<file path="src/design/ostsb_pkg.sv">
// Shared constants, codes and types of the one-shot timer slot bank.
package ostsb_pkg;

    localparam int SLOT_COUNT_DEF     = 4;
    localparam int TICK_PERIOD_MS_DEF = 1;

    localparam int ID_W     = 8;
    localparam int PERIOD_W = 32;
    localparam int COUNT_W  = 32;

    localparam logic [COUNT_W-1:0] FREE_MARK = '1;
    localparam logic [COUNT_W-1:0] COUNT_MAX = {1'b0, {(COUNT_W-1){1'b1}}};

    // radix-16 divider: one quotient digit per cycle
    localparam int DIGIT_W   = 4;
    localparam int DIV_STEPS = PERIOD_W / DIGIT_W;

    localparam logic OP_TICK     = 1'b0;
    localparam logic OP_REG      = 1'b1;
    localparam logic KIND_EXPIRY = 1'b0;
    localparam logic KIND_STATUS = 1'b1;
    localparam logic ST_OK       = 1'b0;
    localparam logic ST_REFUSED  = 1'b1;

    // token walking down the chain of slot cells
    typedef struct packed {
        logic valid;
        logic done;     // a slot has already taken the register request
    } t_tok;

    // request fields seen by every cell
    typedef struct packed {
        logic               op;
        logic [ID_W-1:0]    id;
        logic [COUNT_W-1:0] count;
        logic               any_match;
    } t_bcast;

    // per-cell flags read by the controller
    typedef struct packed {
        logic match;
        logic expiring;
    } t_cell_stat;

endpackage

</file>
<file path="src/design/ostsb_div.sv">
// Iterative radix-16 divider turning a period in ms into a saturated tick count.
module ostsb_div #(
    parameter int TICK_PERIOD_MS = ostsb_pkg::TICK_PERIOD_MS_DEF
) (
    input  logic                             i_clk,
    input  logic                             i_rst_n,
    input  logic                             i_start,
    input  logic [ostsb_pkg::PERIOD_W-1:0]   i_period,
    output logic                             o_done,
    output logic [ostsb_pkg::COUNT_W-1:0]    o_ticks
);

    localparam int RW   = $clog2(TICK_PERIOD_MS + 1);
    localparam int PW   = RW + ostsb_pkg::DIGIT_W;
    localparam int SW   = $clog2(ostsb_pkg::DIV_STEPS);
    localparam int NDIG = (1 << ostsb_pkg::DIGIT_W) - 1;

    logic                            r_busy;
    logic                            r_done;
    logic [SW-1:0]                   r_step;
    logic [ostsb_pkg::PERIOD_W-1:0]  r_dvd;
    logic [ostsb_pkg::PERIOD_W-1:0]  r_quo;
    logic [RW-1:0]                   r_rem;

    logic [PW-1:0]                   part;
    logic [PW-1:0]                   sub;
    logic [ostsb_pkg::DIGIT_W-1:0]   digit;

    // pick the largest multiple of the tick period that fits the partial remainder
    always_comb begin
        part  = {r_rem, r_dvd[ostsb_pkg::PERIOD_W-1 -: ostsb_pkg::DIGIT_W]};
        digit = '0;
        sub   = '0;
        for (int k = 1; k <= NDIG; k++) begin
            if (part >= PW'(k * TICK_PERIOD_MS)) begin
                digit = ostsb_pkg::DIGIT_W'(k);
                sub   = PW'(k * TICK_PERIOD_MS);
            end
        end
    end

    always_ff @(posedge i_clk) begin
        if (!i_rst_n) begin
            r_busy <= 1'b0;
            r_done <= 1'b0;
            r_step <= '0;
        end else begin
            r_done <= 1'b0;
            if (i_start) begin
                r_busy <= 1'b1;
                r_step <= '0;
            end else if (r_busy) begin
                r_step <= r_step + SW'(1);
                if (r_step == SW'(ostsb_pkg::DIV_STEPS - 1)) begin
                    r_busy <= 1'b0;
                    r_done <= 1'b1;
                end
            end
        end
    end

    always_ff @(posedge i_clk) begin
        if (i_start) begin
            r_dvd <= i_period;
            r_quo <= '0;
            r_rem <= '0;
        end else if (r_busy) begin
            r_dvd <= r_dvd << ostsb_pkg::DIGIT_W;
            r_quo <= {r_quo[ostsb_pkg::PERIOD_W-ostsb_pkg::DIGIT_W-1:0], digit};
            r_rem <= RW'(part - sub);
        end
    end

    assign o_done  = r_done;
    assign o_ticks = r_quo[ostsb_pkg::PERIOD_W-1] ? ostsb_pkg::COUNT_MAX
                                                  : ostsb_pkg::COUNT_W'(r_quo);

endmodule

</file>
<file path="src/design/ostsb_cell.sv">
// One timer slot: owner id and count, acting when the token passes through.
module ostsb_cell (
    input  logic                          i_clk,
    input  logic                          i_rst_n,
    input  logic                          i_en,
    input  ostsb_pkg::t_bcast             i_bc,
    input  ostsb_pkg::t_tok               i_tok,
    output ostsb_pkg::t_tok               o_tok,
    output ostsb_pkg::t_cell_stat         o_stat,
    output logic                          o_evt_valid,
    output logic [ostsb_pkg::ID_W-1:0]    o_evt_id
);

    logic [ostsb_pkg::ID_W-1:0]    r_owner;
    logic [ostsb_pkg::COUNT_W-1:0] r_count;
    ostsb_pkg::t_tok               r_tok;

    logic is_free;
    logic running;
    logic expiring;
    logic match;
    logic act;
    logic take;

    always_comb begin
        is_free  = (r_count == ostsb_pkg::FREE_MARK);
        running  = !r_count[ostsb_pkg::COUNT_W-1] && (r_count != '0);
        expiring = (r_count == ostsb_pkg::COUNT_W'(1));
        match    = (r_owner == i_bc.id);
        act      = i_en && i_tok.valid;
        // reload an owned slot if any exists, else claim the first free one
        take     = (i_bc.op == ostsb_pkg::OP_REG) && !i_tok.done
                   && (i_bc.id != '0) && (i_bc.any_match ? match : is_free);
    end

    always_ff @(posedge i_clk) begin
        if (!i_rst_n) begin
            r_owner <= '0;
            r_count <= ostsb_pkg::FREE_MARK;
            r_tok   <= '0;
        end else if (i_en) begin
            r_tok.valid <= i_tok.valid;
            r_tok.done  <= i_tok.done | take;
            if (act) begin
                if (take) begin
                    r_owner <= i_bc.id;
                    r_count <= i_bc.count;
                end else if (i_bc.op == ostsb_pkg::OP_TICK && running) begin
                    if (expiring) begin
                        r_owner <= '0;
                        r_count <= ostsb_pkg::FREE_MARK;
                    end else begin
                        r_count <= r_count - ostsb_pkg::COUNT_W'(1);
                    end
                end
            end
        end
    end

    assign o_tok           = r_tok;
    assign o_stat.match    = match;
    assign o_stat.expiring = expiring;
    assign o_evt_valid     = act && (i_bc.op == ostsb_pkg::OP_TICK) && expiring;
    assign o_evt_id        = r_owner;

endmodule

</file>
<file path="src/design/one_shot_timer_slot_bank_core.sv">
// Top level of the one-shot timer slot bank: controller, slot chain and result register.
//
// Usage. The input channel (i_in_valid / o_in_stall) carries one beat per item:
// i_op = 0 is a base tick, i_op = 1 registers or reloads callback i_callback_id
// with a delay of i_period_ms. The output channel (o_out_valid / i_out_stall)
// carries result beats: o_kind = 1 is the status of a register item (always
// o_last = 1), o_kind = 0 an expiry notice for o_fired_id, given in slot order,
// with o_last on the final notice of that tick. A tick that expires nothing
// gives no beat.
// Timing. One item is worked on at a time; o_in_stall is high from acceptance
// until the item is finished. A token walks the slot chain one cell per cycle
// while the result register can take a beat. A register item first runs the
// radix-16 divider (8 digit steps) and then the walk and the status beat.
// Each cell step moves into the result register, so the walk pauses while a
// result beat is held by i_out_stall; at most one expiry leaves per cycle.
// Reset. Synchronous, active low: all slots free (count all ones, owner zero),
// no result pending; the block accepts an item on the first cycle after reset.
module one_shot_timer_slot_bank_core #(
    parameter int SLOT_COUNT     = ostsb_pkg::SLOT_COUNT_DEF,
    parameter int TICK_PERIOD_MS = ostsb_pkg::TICK_PERIOD_MS_DEF
) (
    input  logic                            i_clk,
    input  logic                            i_rst_n,
    input  logic                            i_in_valid,
    output logic                            o_in_stall,
    input  logic                            i_op,
    input  logic [ostsb_pkg::ID_W-1:0]      i_callback_id,
    input  logic [ostsb_pkg::PERIOD_W-1:0]  i_period_ms,
    output logic                            o_out_valid,
    input  logic                            i_out_stall,
    output logic                            o_kind,
    output logic [ostsb_pkg::ID_W-1:0]      o_fired_id,
    output logic                            o_status,
    output logic                            o_last
);

    typedef enum logic [2:0] {
        S_IDLE,
        S_DIV,
        S_PREP,
        S_LAUNCH,
        S_SWEEP,
        S_REPLY
    } t_state;

    t_state                          r_state;
    logic                            r_op;
    logic [ostsb_pkg::ID_W-1:0]      r_id;
    logic                            r_any_match;
    logic [SLOT_COUNT-1:0]           r_mask;
    logic                            r_status;

    logic                            r_out_valid;
    logic                            r_out_kind;
    logic [ostsb_pkg::ID_W-1:0]      r_out_id;
    logic                            r_out_status;
    logic                            r_out_last;

    logic                            accept;
    logic                            en;
    logic                            launch;
    logic                            div_done;
    logic [ostsb_pkg::COUNT_W-1:0]   div_ticks;
    ostsb_pkg::t_bcast               bc;
    ostsb_pkg::t_tok                 tok [SLOT_COUNT+1];
    ostsb_pkg::t_cell_stat           stat [SLOT_COUNT];
    logic [SLOT_COUNT-1:0]           evt_valid;
    logic [ostsb_pkg::ID_W-1:0]      evt_id [SLOT_COUNT];
    logic [SLOT_COUNT-1:0]           match_vec;
    logic [SLOT_COUNT-1:0]           exp_vec;
    logic [SLOT_COUNT-1:0]           tok_vec;
    logic                            evt_any;
    logic [ostsb_pkg::ID_W-1:0]      evt_sel;

    // hold the input while an item is in flight
    assign o_in_stall = (r_state != S_IDLE);
    assign accept     = i_in_valid && !o_in_stall;

    // the chain advances only when the result register can take a beat
    assign en     = !r_out_valid || !i_out_stall;
    assign launch = (r_state == S_LAUNCH) && en;

    assign bc.op        = r_op;
    assign bc.id        = r_id;
    assign bc.count     = div_ticks;
    assign bc.any_match = r_any_match;

    assign tok[0].valid = launch;
    assign tok[0].done  = 1'b0;

    ostsb_div #(
        .TICK_PERIOD_MS (TICK_PERIOD_MS)
    ) u_div (
        .i_clk    (i_clk),
        .i_rst_n  (i_rst_n),
        .i_start  (accept && (i_op == ostsb_pkg::OP_REG)),
        .i_period (i_period_ms),
        .o_done   (div_done),
        .o_ticks  (div_ticks)
    );

    for (genvar g = 0; g < SLOT_COUNT; g++) begin : g_slot
        ostsb_cell u_cell (
            .i_clk       (i_clk),
            .i_rst_n     (i_rst_n),
            .i_en        (en),
            .i_bc        (bc),
            .i_tok       (tok[g]),
            .o_tok       (tok[g+1]),
            .o_stat      (stat[g]),
            .o_evt_valid (evt_valid[g]),
            .o_evt_id    (evt_id[g])
        );
        assign match_vec[g] = stat[g].match;
        assign exp_vec[g]   = stat[g].expiring;
        assign tok_vec[g]   = tok[g].valid;
    end

    // only the cell holding the token can raise an event, so merge by OR
    always_comb begin
        evt_any = |evt_valid;
        evt_sel = '0;
        for (int i = 0; i < SLOT_COUNT; i++) begin
            evt_sel = evt_sel | (evt_valid[i] ? evt_id[i] : '0);
        end
    end

    always_ff @(posedge i_clk) begin
        if (!i_rst_n) begin
            r_state     <= S_IDLE;
            r_out_valid <= 1'b0;
        end else begin
            // result register: load on a push, drop once taken
            if (evt_any) begin
                r_out_valid  <= 1'b1;
                r_out_kind   <= ostsb_pkg::KIND_EXPIRY;
                r_out_id     <= evt_sel;
                r_out_status <= ostsb_pkg::ST_OK;
                r_out_last   <= ((r_mask >> 1) == '0);
            end else if (r_state == S_REPLY && en) begin
                r_out_valid  <= 1'b1;
                r_out_kind   <= ostsb_pkg::KIND_STATUS;
                r_out_id     <= '0;
                r_out_status <= r_status;
                r_out_last   <= 1'b1;
            end else if (!i_out_stall) begin
                r_out_valid  <= 1'b0;
            end

            unique case (r_state)
                S_IDLE: begin
                    if (accept) begin
                        r_op    <= i_op;
                        r_id    <= i_callback_id;
                        r_state <= (i_op == ostsb_pkg::OP_REG) ? S_DIV : S_PREP;
                    end
                end
                S_DIV: begin
                    if (div_done) begin
                        r_state <= S_PREP;
                    end
                end
                S_PREP: begin
                    // snapshot slot flags before any cell changes
                    r_any_match <= |match_vec;
                    r_mask      <= exp_vec;
                    r_state     <= S_LAUNCH;
                end
                S_LAUNCH: begin
                    if (en) begin
                        r_mask  <= r_mask >> 1;
                        r_state <= S_SWEEP;
                    end
                end
                S_SWEEP: begin
                    if (en) begin
                        r_mask <= r_mask >> 1;
                    end
                    if (tok[SLOT_COUNT].valid) begin
                        r_status <= tok[SLOT_COUNT].done ? ostsb_pkg::ST_OK
                                                         : ostsb_pkg::ST_REFUSED;
                        r_state  <= (r_op == ostsb_pkg::OP_REG) ? S_REPLY : S_IDLE;
                    end
                end
                S_REPLY: begin
                    if (en) begin
                        r_state <= S_IDLE;
                    end
                end
                default: begin
                    r_state <= S_IDLE;
                end
            endcase
        end
    end

    assign o_out_valid = r_out_valid;
    assign o_kind      = r_out_kind;
    assign o_fired_id  = r_out_id;
    assign o_status    = r_out_status;
    assign o_last      = r_out_last;

    // at most one token inside the chain
    a_one_token: assert property (@(posedge i_clk) disable iff (!i_rst_n)
        $onehot0(tok_vec))
        else $error("more than one token in the slot chain");

    // expiry events only during a tick walk and only when the result register can take a beat
    a_evt_ok: assert property (@(posedge i_clk) disable iff (!i_rst_n)
        evt_any |-> (en && r_op == ostsb_pkg::OP_TICK && $onehot(evt_valid)))
        else $error("expiry event outside a tick walk");

    // a status beat always closes its item and carries no id
    a_status_last: assert property (@(posedge i_clk) disable iff (!i_rst_n)
        (r_out_valid && r_out_kind == ostsb_pkg::KIND_STATUS) |-> (r_out_last && r_out_id == '0))
        else $error("status beat without last or with an id");

endmodule
</file>
<file path="config.mk">
export PLATFORM = sky130hd
export DESIGN_NAME = one_shot_timer_slot_bank_core
export DESIGN_NICKNAME = d
export VERILOG_FILES = /design/src/design/ostsb_pkg.sv /design/src/design/ostsb_div.sv /design/src/design/ostsb_cell.sv /design/src/design/one_shot_timer_slot_bank_core.sv
export SDC_FILE = /design/constraint.sdc
export NUM_CORES = 1
export LEC_CHECK = 0
export BUFFER_PORTS_ARGS = -buffer_cell sky130_fd_sc_hd__buf_2
export CELL_PAD_IN_SITES_DETAIL_PLACEMENT = 1
export CELL_PAD_IN_SITES_GLOBAL_PLACEMENT = 2
export CORE_MARGIN = 10
export CORE_UTILIZATION = 38
export DETAILED_ROUTE_END_ITERATION = 6
export PLACE_DENSITY = 0.77
export SLEW_MARGIN = 15
export SYNTH_ARGS = -nofsm -noshare
export SYNTH_HDL_FRONTEND = slang
export SYNTH_SLANG_ARGS = --single-unit
</file>
<file path="constraint.sdc">
create_clock -name i_clk -period 3.95 [get_ports i_clk]
set_clock_uncertainty 0.1 [all_clocks]
set_input_delay 0.79 -clock i_clk [delete_from_list [all_inputs] [get_ports i_clk]]
set_output_delay 0.79 -clock i_clk [all_outputs]
set_load 0.05 [all_outputs]
</file>
==> results of run 1 <==
cells by family after synthesis:
| group | after synthesis | synth area share |
|---|---|---|
| simple gates | 899 | 0.299 |
| mux | 31 | 0.0212 |
| buf+inv | 152 | 0.0393 |
| compound gates | 437 | 0.190 |
| xor+xnor | 55 | 0.0328 |
| fa+ha+maj | 18 | 0.0153 |
| flops | 267 | 0.402 |
power breakdown:
group          leakage, nW  switching (mW)  internal [mW]
Clock                0.570            1.34           1.95
Combinational         3.53           0.857          0.333
Sequential            2.22           0.210           2.99
Total                 6.32            2.40           5.27
per-layer routing:
metal  share of wire  global-route usage
met2            0.45               0.365
met4           0.034              0.0802
met3           0.048              0.0320
met1            0.46               0.317
met5               0                   0
flip-flops by register name (all words and copies together) (netlist names), 3 cells and up:
register,flops
g_slot.u_cell.r_count,128
g_slot.u_cell.o_evt_id,32
u_div.r_dvd,32
u_div.r_quo,32
g_slot.u_cell.o_tok,8
o_fired_id,8
r_id,8
r_mask,3
r_state,3
u_div.r_step,3
through the flow:
step / power [mW] / worst slack (ns)
2_1_floorplan: 3.86 / 0.464
3_3_place_gp: 4.41 / 0.616
3_5_place_dp: 4.43 / 0.590
4_1_cts: 7.72 / 0.568
5_1_grt: 7.96 / 0.404
6_report: 7.67 / 0.413
cells in the mapped netlist (10+ instances only):
cell type	instances
sky130_fd_sc_hd__nand2_1	314
sky130_fd_sc_hd__dfxtp_1	210
sky130_fd_sc_hd__nor2_1	153
sky130_fd_sc_hd__a21oi_1	135
sky130_fd_sc_hd__clkbuf_1	114
sky130_fd_sc_hd__nand3_1	112
sky130_fd_sc_hd__o21ai_0	112
sky130_fd_sc_hd__nand4_1	60
sky130_fd_sc_hd__edfxtp_1	57
sky130_fd_sc_hd__nor4_1	50
sky130_fd_sc_hd__nor3_1	44
sky130_fd_sc_hd__xor2_1	44
sky130_fd_sc_hd__mux2i_1	30
sky130_fd_sc_hd__nor2b_1	29
sky130_fd_sc_hd__o211ai_1	27
sky130_fd_sc_hd__a22o_1	25
sky130_fd_sc_hd__inv_1	25
sky130_fd_sc_hd__or3_1	22
sky130_fd_sc_hd__and2_1	21
sky130_fd_sc_hd__or4_1	21
sky130_fd_sc_hd__a32oi_1	19
sky130_fd_sc_hd__ha_1	18
sky130_fd_sc_hd__nand2b_1	17
sky130_fd_sc_hd__or2_2	13
sky130_fd_sc_hd__o311ai_0	12
sky130_fd_sc_hd__xnor2_1	11
sky130_fd_sc_hd__o31ai_1	10
worst register-to-register path: cells and delay by family, from the launching register on:
kind	cells	cell delay, ns
AOI/OAI and AO/OA	3	0.81
xor gates and xnor gates	1	0.20
buffers and inverters	1	0.26
DFF	1	0.53
and+or+nand+nor	3	1.59
area by class of cell:
type,count,share of cell area
Clock buffer,45,0.0580
Clock inverter,18,0.0108
Inverter,25,0.00558
Multi-Input combinational cell,1440,0.491
Sequential cell,267,0.352
Tap cell,511,0.0380
Timing Repair Buffer,115,0.0452
path summary, 6_finish.rpt:
kind,endpoint,slack (ns),cells past startpoint
max reg2reg,g_slot[3].u_cell.r_count[0]$_SDFFE_PN1P_,0.41,8
min reg2reg,r_status$_DFFE_PP_,0.35,1
min,r_id[6]$_DFFE_PP_,0.32,1
max,g_slot[3].u_cell.r_count[0]$_SDFFE_PN1P_,0.41,8
==> key figures, run 1 <==
Routing
  – First drt pass iteration count: 6
  – Count of routing violations after the opening detailed-route iteration: about 1300
  – Number of remaining DRC errors: 0
  – Average detailed-routed wire length per instance: between 20 and 25 microns
  – DRT antenna net count: 0
  – Final wirelength: ~56000 microns
  – DR vias/cell: just over 6
  – Vias: 14613

Yosys
  – Synth Cell Area: roughly 15000 sq um
  – Async SR Flop Fraction: 0
  – Number of flip-flops and latches in the synthesized netlist: 267
  – Yosys top cell area share: 0.286
  – Mapped Nets: 1922
  – Number of instances in the synthesized netlist: roughly 1900
  – Primary FF master, synth: sky130_fd_sc_hd__dfxtp_1
  – Cell variety after synth: 69
  – Area leader, netlist: sky130_fd_sc_hd__dfxtp_1
  – Post-synthesis sequential area ratio: 0.402
  – Mean instance size in the synthesized netlist: 7.91 sq um
  – Count of flip-flops with a built-in enable after synthesis: 57
  – Top post-synthesis cells by area: sky130_fd_sc_hd__dfxtp_1, sky130_fd_sc_hd__edfxtp_1, sky130_fd_sc_hd__nand2_1, sky130_fd_sc_hd__a21oi_1, sky130_fd_sc_hd__nor2_1
  – Synth warnings: 0

Worst setup path
  – Kind of start point of the critical path: register
  – Buffers plus inverters on the worst setup path: 1
  – Capturing element type of the critical path: register
  – Startpoint of the most critical register-to-register path: r_id[1]$_DFFE_PP_
  – Dominant delay contributor by cell family on the critical path: simple AND/OR/NAND/NOR gates
  – CP max-delay cell: sky130_fd_sc_hd__nor4_1
  – CP Data Required Time: between 4 and 5 ns
  – Data arrival time of the worst path: 3.91 ns
  – CP startpoint: r_id[1]$_DFFE_PP_
  – Critical Path, Cell by Cell: xor2_1 -> nor4_1 -> a32oi_1 -> or3_1 -> buf_4 -> and2_1 -> a221o_1 -> o211ai_1
  – Crit Path Category: reg -> reg
  – CP peak stage delay: 0.85 ns
  – Highest net fanout along the worst path: 24

Die
  – Die Outline Area: 47000 sq um
  – Vertical die dimension: roughly 220 microns
  – Initial standard-cell utilization of the core: 0.388
  – Placeable core region: ~38000 sq um
  – Chip width: 217 microns
  – Std-Cell Rows: 71
  – Total I/O pin count: 58

GRT
  – Aggregate global routing overflow: 0
  – Antenna violations before repair: 0
  – Tot GR Track Use: 0.231
  – Maximum number of pins on one net before global-route repair: 60
  – First-pass GRT wire length: 86300 microns
  – Via count of the first global-routing pass: 14508

Clock network
  – Clk pin slew, worst setup/hold paths: roughly 0.060 ns
  – Hold buffer count at cts: 0
  – TritonCTS buffer count: 35
  – H-tree Lvls: 2
  – Max Root-Sink Buffers: 3
  – Clock Tree Root: sky130_fd_sc_hd__clkbuf_16
  – Worst skew pair latency: 0.56 ns
  – Resize count post-CTS: 0
  – TritonCTS clock tree: yes
  – Postcts setup bufs: 0
  – CTS Sinks: 267

STA
  – Aggregate negative setup slack: 0 ns
  – Hold slack: 0.316 ns
  – Count of pins over their slew limit: 0
  – Setup-failing EPs final: 0
  – Fraction of the cycle the final worst path needs: 0.895
  – RSZ-0062 raised after global routing: no
  – Final hold violation count: 0
  – Max transition margin: 0.286
  – Worst Max-Slew Pin Slew: ~1.1 ns
  – Min cycle time layout: 3.54 ns
  – Max Fclk: ~0.28 GHz

Power and ir drop
  – VDD IR max: just over 0.3 mV
  – Static Leak: 6.32 nW
  – Power density over cell area: about 460 nW/um^2

Final layout
  – Leading cell types in the layout, fill and taps excluded: sky130_fd_sc_hd__nand2_1, sky130_fd_sc_hd__dfxtp_1, sky130_fd_sc_hd__nor2_1
  – Area taken by multi-input logic gates: 8250 sq um
  – Layout fillers: 4598
  – Commonest non-fill, non-tap cell in the layout: sky130_fd_sc_hd__nand2_1
  – Number of antenna cells inserted: 0
  – Storage cell area: between 5000 and 6000 sq um
  – Area added between synthesis and finish: 14.4%
  – Non-filler cells in the finished layout: approximately 2400
  – Share of final-layout standard cells stronger than drive strength 1: 0.110
  – Util after Layout: 0.443
  – Nets: 1947
  – Final cell area excluding filler cells: 16800 sq um

Placed design
  – Post-place instance area: 15700 sq um
  – Final GP Congestion: between 0.8 and 0.9
  – Number of placed cells counting well taps: around 2400
  – DPL Wire Length: 38100 microns
  – Buffers added on ports: 57

Min path
  – HP Start: i_callback_id[6]
  – Worst min path class: in -> reg

Status
  – Run status: finished clean

Run
  – Reported max-cap violation count: 0
No activity file was read; power rests on OpenSTA's default activity.
==> inputs of run 2 (changes only) <==
--- a/config.mk
+++ b/config.mk
@@ -8,6 +8,7 @@
 export BUFFER_PORTS_ARGS = -buffer_cell sky130_fd_sc_hd__buf_2
 export CELL_PAD_IN_SITES_DETAIL_PLACEMENT = 1
 export CELL_PAD_IN_SITES_GLOBAL_PLACEMENT = 2
+export CORE_ASPECT_RATIO = 1.75
 export CORE_MARGIN = 10
 export CORE_UTILIZATION = 38
 export DETAILED_ROUTE_END_ITERATION = 6
==> run 2 against run 1 <==
  * Maximum frequency down 0.99%
  * Sequential share of layout area up 0.43 points
  * Global-route usage up 0.50 points
  * Core utilization shrank 0.92 points
==> key figures, run 2 (synthesis gave the netlist of run 1 again) <==
Routing
  – Count of routing violations after the opening detailed-route iteration: between 800 and 900
  – Vias: 14428
  – DRT antenna net count: 0
  – DR vias/cell: 6.03
  – Final wirelength: a little under 60000 microns
  – First drt pass iteration count: 7
  – Average detailed-routed wire length per instance: 24.1 microns
  – Metal2 WL: 30100 microns
  – Number of remaining DRC errors: 0
  – Top routing layer in use: met4
  – Wl on met1: 22800 microns
  – Met3 Routed Length: 1840 microns

Clock network
  – Max Root-Sink Buffers: 3
  – Clock Tree Root: sky130_fd_sc_hd__clkbuf_16
  – Resize count post-CTS: 0
  – Postcts setup bufs: 0
  – TritonCTS buffer count: 29
  – Hold buffer count at cts: 0
  – TritonCTS clock tree: yes
  – H-tree Lvls: 1
  – Worst skew pair latency: 0.58 ns
  – CTS Sinks: ~270
  – Clk pin slew, worst setup/hold paths: 0.06 ns

STA
  – Aggregate negative setup slack: 0 ns
  – Worst Max-Slew Pin Slew: 1.14 ns
  – Setup-failing EPs final: 0
  – Max transition margin: 0.238
  – Max Fclk: 0.280 GHz
  – Fraction of the cycle the final worst path needs: 0.904
  – Count of pins over their slew limit: 0
  – Final hold violation count: 0
  – RSZ-0062 raised after global routing: no
  – Min cycle time layout: 3.57 ns

Placed design
  – Buffers added on ports: 57
  – DPL Wire Length: around 42000 microns
  – Final GP Congestion: between 0.9 and 1

Die
  – Std-Cell Rows: 95
  – Total I/O pin count: 58
  – Placeable core region: 38300 sq um
  – Initial standard-cell utilization of the core: 0.384
  – Vertical die dimension: 280 microns
  – Die Outline Area: 47300 sq um
  – Chip width: about 170 microns

Final layout
  – Commonest non-fill, non-tap cell in the layout: sky130_fd_sc_hd__nand2_1
  – Leading cell types in the layout, fill and taps excluded: sky130_fd_sc_hd__nand2_1, sky130_fd_sc_hd__dfxtp_1, sky130_fd_sc_hd__nor2_1
  – Number of flip-flops in the largest register: 128
  – Nets: 1949
  – Share of final-layout standard cells stronger than drive strength 1: 0.109
  – Area added between synthesis and finish: 13.0%
  – Largest Register: g_slot.u_cell.r_count
  – Util after Layout: 0.434

Power and ir drop
  – Part of the power in combinational logic: 0.171
  – Net switching share of the total power: 0.319
  – Static Leak: 6.23 nW
  – Seq pwr share: 0.438
  – Switching power: 2.32 mW
  – VDD IR max: about 0.4 mV
  – Cell internal power dissipation: 4.94 mW
  – Power density over cell area: roughly 440 nW/um^2
  – Clock power frac: 0.390

GRT
  – Maximum number of pins on one net before global-route repair: 84
  – Via count of the first global-routing pass: 15027
  – Aggregate global routing overflow: 0
  – Antenna violations before repair: 0
  – First-pass GRT wire length: 88900 microns
  – Tot GR Track Use: 0.236

Worst setup path
  – Crit Path Category: reg -> reg
  – Highest net fanout along the worst path: 11
  – Data arrival time of the worst path: 3.75 ns
  – Capturing element type of the critical path: register
  – Kind of start point of the critical path: register
  – CP Data Required Time: 4.12 ns

Status
  – Run status: finished clean

Min path
  – Worst min path class: in -> reg

Run
  – Reported max-cap violation count: 0
-- run 2: cell type report --
type	count	area, sq um
Clock buffer	40	807
Inverter	25	93.8
Multi-Input combinational cell	1440	8250
Tap cell	485	607
Timing Repair Buffer	123	796
Fill cell	4702	21700
Sequential cell	267	5920
Clock inverter	12	143
Antenna cell	1	2.50
-- run 2: power groups by stage --
stage / clock [mW] / sequential, mW / combinational, mW
2_1_floorplan: 0 / 3.13 / 0.725
3_3_place_gp: 0 / 3.23 / 1.22
3_5_place_dp: 0 / 3.24 / 1.24
4_1_cts: 2.89 / 3.18 / 1.25
5_1_grt: 2.98 / 3.20 / 1.34
6_report: 2.83 / 3.18 / 1.24
-- run 2: worst paths after layout --
check             slack (ns)  cells past startpoint                          end                                startpoint
setup / recovery        0.38                      7  o_fired_id[2]$_SDFFCE_PN0P_  g_slot[3].u_cell.r_count[2]$_SDFFE_PN1P_
hold / removal          0.29                      1            r_id[5]$_DFFE_PP_                          i_callback_id[5]
setup reg to reg        0.38                      7  o_fired_id[2]$_SDFFCE_PN0P_  g_slot[3].u_cell.r_count[2]$_SDFFE_PN1P_
hold reg to reg         0.36                      1           r_status$_DFFE_PP_    g_slot[3].u_cell.o_tok[0]$_SDFFE_PN0N_
-- run 2: per-layer routing --
metal,track usage,vias to the layer above
li1,-,6827
met1,0.261,7185
met2,0.436,294
met3,0.0230,122
met4,0.118,0
met5,0,-
-- run 2: critical path, stage by stage, from the launching register on --
cell,delay [ns]
sky130_fd_sc_hd__dfxtp_1,0.37
sky130_fd_sc_hd__or4_1,0.63
sky130_fd_sc_hd__or4_1,0.50
sky130_fd_sc_hd__or4_1,0.66
sky130_fd_sc_hd__nor3_4,0.38
sky130_fd_sc_hd__nor4_2,0.18
sky130_fd_sc_hd__a21boi_1,0.21
sky130_fd_sc_hd__buf_4,0.23
-- run 2: through the flow --
step	hold WS (ns)	power [mW]	instance area, sq um	instances	setup WS [ns]
after CTS	0.274	7.32	16600	2392	0.407
after detailed placement	0.335	4.48	15700	2340	0.450
after global routing	0.281	7.53	16600	2392	0.261
final	0.288	7.26	16600	2393	0.378
after floorplan	0.324	3.86	14700	1859	0.464
after global placement	0.333	4.45	15700	2340	0.513
